--- config.mk ---
export PLATFORM = sky130hd
export DESIGN_NAME = fen_alu
export DESIGN_NICKNAME = d
export VERILOG_FILES = /design/src/rtl/fen_pkg.sv /design/src/rtl/fen_alu.sv
export SDC_FILE = /design/constraint.sdc
export NUM_CORES = 1
export LEC_CHECK = 0
export ABC_AREA = 0
export ABC_CLOCK_PERIOD_IN_PS = 5100
export BUFFER_PORTS_ARGS = -buffer_cell sky130_fd_sc_hd__buf_2
export CAP_MARGIN = 20
export CORE_MARGIN = 4
export CORE_UTILIZATION = 45
export DETAILED_ROUTE_END_ITERATION = 8
export PLACE_DENSITY_LB_ADDON = 0.05
export SLEW_MARGIN = 20
export SYNTH_ARGS = -nofsm -noshare
export SYNTH_HDL_FRONTEND = slang
export SYNTH_SLANG_ARGS = --single-unit
--- constraint.sdc ---
create_clock -name vclk -period 5.1
set_input_delay 1.02 -clock vclk [all_inputs]
set_output_delay 1.02 -clock vclk [all_outputs]
set_load 0.02 [all_outputs]
--- src/rtl/fen_pkg.sv ---
// ----------------------------------------------------------------------------
// fen_pkg
// Shared types and codes for the binary indexed tree block: request and
// response payloads, request modes and the operation codes of the shared adder.
// ----------------------------------------------------------------------------
package fen_pkg;

   localparam int unsigned DATA_W = 32;
   localparam int unsigned POS_W  = 16;
   localparam int unsigned LEN_W  = 17;

   typedef logic [1:0] mode_type;

   localparam mode_type MODE_CLEAR = 2'd0;
   localparam mode_type MODE_TAKE  = 2'd1;
   localparam mode_type MODE_ADD   = 2'd2;
   localparam mode_type MODE_RANGE = 2'd3;

   typedef enum logic {
      ALU_ADD = 1'b0,
      ALU_SUB = 1'b1
   } alu_op_type;

   typedef struct packed {
      alu_op_type        op;
      logic [DATA_W-1:0] a;
      logic [DATA_W-1:0] b;
   } alu_in_type;

   typedef struct packed {
      mode_type                 mode;
      logic [POS_W-1:0]         position;
      logic [POS_W-1:0]         upper_position;
      logic signed [DATA_W-1:0] amount;
   } req_type;

   typedef struct packed {
      logic signed [DATA_W-1:0] answer;
      logic                     is_range_sum;
   } rsp_type;

endpackage

--- src/rtl/fen_alu.sv ---
// ----------------------------------------------------------------------------
// fen_alu
// The one 32-bit adder/subtractor shared by the arithmetic steps of the sequencer.
// ----------------------------------------------------------------------------
module fen_alu (
   input  fen_pkg::alu_in_type            alu_in,
   output logic [fen_pkg::DATA_W-1:0]     alu_out
);

   import fen_pkg::*;

   always_comb begin
      case (alu_in.op)
         ALU_ADD: alu_out = alu_in.a + alu_in.b;
         ALU_SUB: alu_out = alu_in.a - alu_in.b;
         default: alu_out = alu_in.a + alu_in.b;
      endcase
   end

endmodule

# After elaboration in Yosys (flattened, before gate mapping)
# Cells that the tools add are included.
word_totals:
  ff_bits: 0
  elab_cells: 4
  out_inout_bits: 32
  in_bits: 65
classes:
  addsub: 2
  muxes: 1
  bitwise_logic: 1
ops:
  columns: ["operator", "n"]
  rows:
  - ["case mux 32 bit (2 select lines)", 1]
  - ["adder 32 bit", 1]
  - ["subtractor 32 bit", 1]
  - ["inverter 1 bit", 1]

# Longest topological paths before layout
depth:
  ltp_word: 2
  mapped_depth: 16
  mapped_depth_nobuf: 15

# Worst setup path after synthesis
# OpenSTA, ideal clock, no wires.
synth_timing:
  kind: "input to output"
  from: "input port alu_in[5] in the netlist's numbering"
  to: "output port alu_out[30] in the netlist's numbering"
  path_buffers: 1
  setup_slack_ns: -0.506
  arrival_ns: 4.586
  required_ns: 4.080
  path_stages: 15
  cell_sequence: "or4_4 -> or3_4 -> nor2_2 -> nand2_1 -> nor3_1 -> a31oi_1 -> xnor2_1 -> ha_1 -> clkbuf_1 -> and3_1 -> a32o_1 -> a21oi_1 -> a211oi_1 -> or2_2 -> a211oi_1"
synth_via:
  elab_chain_len: 2
  word_cells_on_any_way: 3
  classes_between: "add/sub (2); mux (1)"
synth_rtl:
  columns: ["element", "line_no", "source"]
  rows:
  - ["from (decl)", "fen_alu.sv:6", "input fen_pkg::alu_in_type alu_in,"]
  - ["subtractor 32 bit / adder 32 bit (equally long branches)", null, null]
  - ["case mux 32 bit (2 select lines) (*)", "fen_alu.sv:13", "case (alu_in.op)"]
  - ["to (decl)", "fen_alu.sv:7", "output logic [fen_pkg::DATA_W-1:0] alu_out"]
# Mark *: on every way between the ends. The rest lies on a longest branch, timed or not.

# Final worst setup path
# Same ends and word-level chain as after synthesis.

==> impl_results.md <==
* Top cells by count, synth: a21oi_1, xnor2_1, nor2_1
* Count of final max-slew check failures at 0
* Chip height at 80.4 µm
* Logic gate share of total power at 100.0%
* Pre-CTS WS at -569 ps
* CP Class: input port to output port
* Final Hold Fails at 0
* Sw frac at 52.3%
* Dpl cell area at 3740 µm²
* Layout area overhead at 76.9%
* Die area at 6460 µm²
* Max VDD drop at 0.174 mV
* Die outline width at 80.4 µm
* Row count at 26
* Max cap viols at 0
* Fmax at 0.181 GHz
* Post-Syn Area at 2360 µm²
* Avg Cell Area, Syn at 6.77 µm²
* Routed vias at 3269
* Max-slew headroom at 67.0%
* Layout cells sized above 1 at 50.8%
* Cell-internal power at 0.424 mW
* Tot GR Track Use at 25.9%
* Vias in the first global route at 3230
* GPL Wtd Cong at 0.913
* Violated checks: setup timing
* Largest net degree at the start of global routing at 21
* Unique masters post-synth at 51
* DRT iter0 DRCs at 103
* Top post-synthesis cells by area: ha_1, xnor2_1, a21oi_1
* Fin crit share at 108%
* Syn_nets at 446
* Final ANT Viol Nets at 0
* Routed vias/inst at 5.39
* Outcome: complete, but fails checks
* Drt first pass iters at 6
* Hold Slack at 2460 ps
* Wire length per cell at 14.3 µm
* FFs & Latches at 0
* Setup ws final at -422 ps
* Gr ovfl total at 0
* Clk pwr share at 0%
* Mapped Cells at 348
* Number of diodes at 0
* Crit path DAT at 4500 ps
* Unrepaired setup endpoints after global routing: true
* DRC Markers at 0
* Largest fanout on the critical path at 4
* Worst-Margin Slew at 491 ps
* Hold Crit Class: input port to output port
* Initial antenna violation count at 0
* Setup-failing EPs final at 17
* Synth top area share at 17.0%
* Critical path endpoint: alu_out[30]
* Startpoint Class: input port
* Total leakage power at 1.95 nW
* Cell Pwr Density at 213 nW/µm²
* First-pass GRT wire length at 13.9 mm
* FF/Latch Area at 0 µm²
* IO Pins at 97
* Design area at 4170 µm²
* Minimum clock period at 5520 ps
* Hpwl dp at 6.95 mm
* Reg power frac at 0%
* Core Box Area at 5110 µm²
* Required time worst endpoint at 4080 ps
* Port Buf Inserts at 97
* Top-count cell post-synth: a21oi_1
* Crit path from: alu_in[5]
* Ys Warns at 0
* Final WL at 8.71 mm
* Post-CTS Hold Buffers at 0
* P_sw at 0.465 mW
* Seq/Total Area, Yosys at 0%
* CLK BUF at 0
* Starting density of the core at 46.2%
* Final net count at 637
* Synth area leader: ha_1
* CP Capture Type: output port
what timing repair did:
action                                  CTS  global route
resized for setup                        61            22
endpoints found under the setup margin   17            20
pin swaps                                27            21
setup buffers                             7             5
cloned                                    0             0
worst min path at each step:
stage                 endpoint       start  depth (start not counted)  slack [ps]
finish              alu_out[1]  alu_in[33]                          3        2460
floorplan           alu_out[0]   alu_in[0]                          2        2230
global placement    alu_out[0]  alu_in[32]                          5        2450
global route        alu_out[1]  alu_in[33]                          3        2490
detailed placement  alu_out[1]  alu_in[33]                          3        2460
CTS                 alu_out[1]  alu_in[33]                          3        2460
power by group through the flow:
stage / registers (mW) / logic [mW] / clock network (mW)
after global routing: 0 / 0.955 / 0
after floorplan: 0 / 0.473 / 0
final: 0 / 0.889 / 0
after global placement: 0 / 0.750 / 0
after CTS: 0 / 0.850 / 0
after detailed placement: 0 / 0.761 / 0
worst max-delay path: stages:
cell and delay, ps:
buf_6 90, or4_4 530, or3_4 370, nor2_4 100, buf_4 120, a31oi_4 90, nor2_2 130, o21ai_1 90
xnor2_1 200, ha_1 330, inv_2 90, o21bai_1 80, a21o_1 200, a21o_1 190, a21o_1 200, or2_4 290
a211oi_2 200, buf_4 170
per-layer routing:
layer | vias to the layer above | share of wire (%) | global-route usage [%]
met1 | 1489 | 40 | 30.2
met5 | - | 0 | 0
met2 | 114 | 53 | 51.0
met4 | 0 | 2.0 | 5.91
met3 | 20 | 5.5 | 1.12
li1 | 1646 | - | -
area by class of cell:
type                       instances  area, µm²
tap                               70       87.6
timing repair buffer             200       1350
fill                             366        937
inverter                          15       56.3
multi-input combinational        322       2680
cell families (layout without fill, tap and decap cells):
family,after synthesis,after routing,synth area share [%]
AND/OR/NAND/NOR,124,124,27.2
AO/OA/AOI/OAI,105,105,28.0
XOR/XNOR,58,58,21.9
adder cells (fa/ha/maj),33,33,17.8
buffers and inverters,26,215,4.25
multiplexers,2,2,0.902
layout by cell type (no fill, tap or decap), types with 3 or more instances in the layout:
cell type  netlist  routed
o21bai_1         6       5
a21oi_2          0      10
nor4_4           1       3
nand3_2          0       4
o21ai_1          0       5
o21ai_2          1       4
xor2_2           0       3
o21ai_0         17       8
nand2_1         24      20
nor2b_1          5       4
nor3_1          17      13
nand3_1          9       5
xnor2_2          1       7
a21oi_1         45      33
buf_6            0      11
buf_4            0     110
o21a_1           5       5
xnor2_1         42      35
a31oi_1          7       5
nor2_1          38      35
nand4_1          5       5
a21o_1           7       7
xor2_1          15      11
nor2_2           1       3
or3_1            4       3
buf_2            1      79
nand2_2          0       4
ha_1            32      30
inv_1           15      14
nor3_4           0       3
o211ai_1         3       3
and3_1           5       4
stage by stage:
stage | power [mW] | utilization, % | TNS, ps | std cells
floorplan | 0.473 | - | -890 | 348
global placement | 0.750 | 73.2 | -5310 | 595
detailed placement | 0.761 | 73.2 | -6740 | 595
CTS | 0.850 | 79.0 | -5250 | 602
global route | 0.955 | 81.7 | -8130 | 607
finish | 0.889 | 81.7 | -5410 | 607
Power figures use the tool's default switching activity.
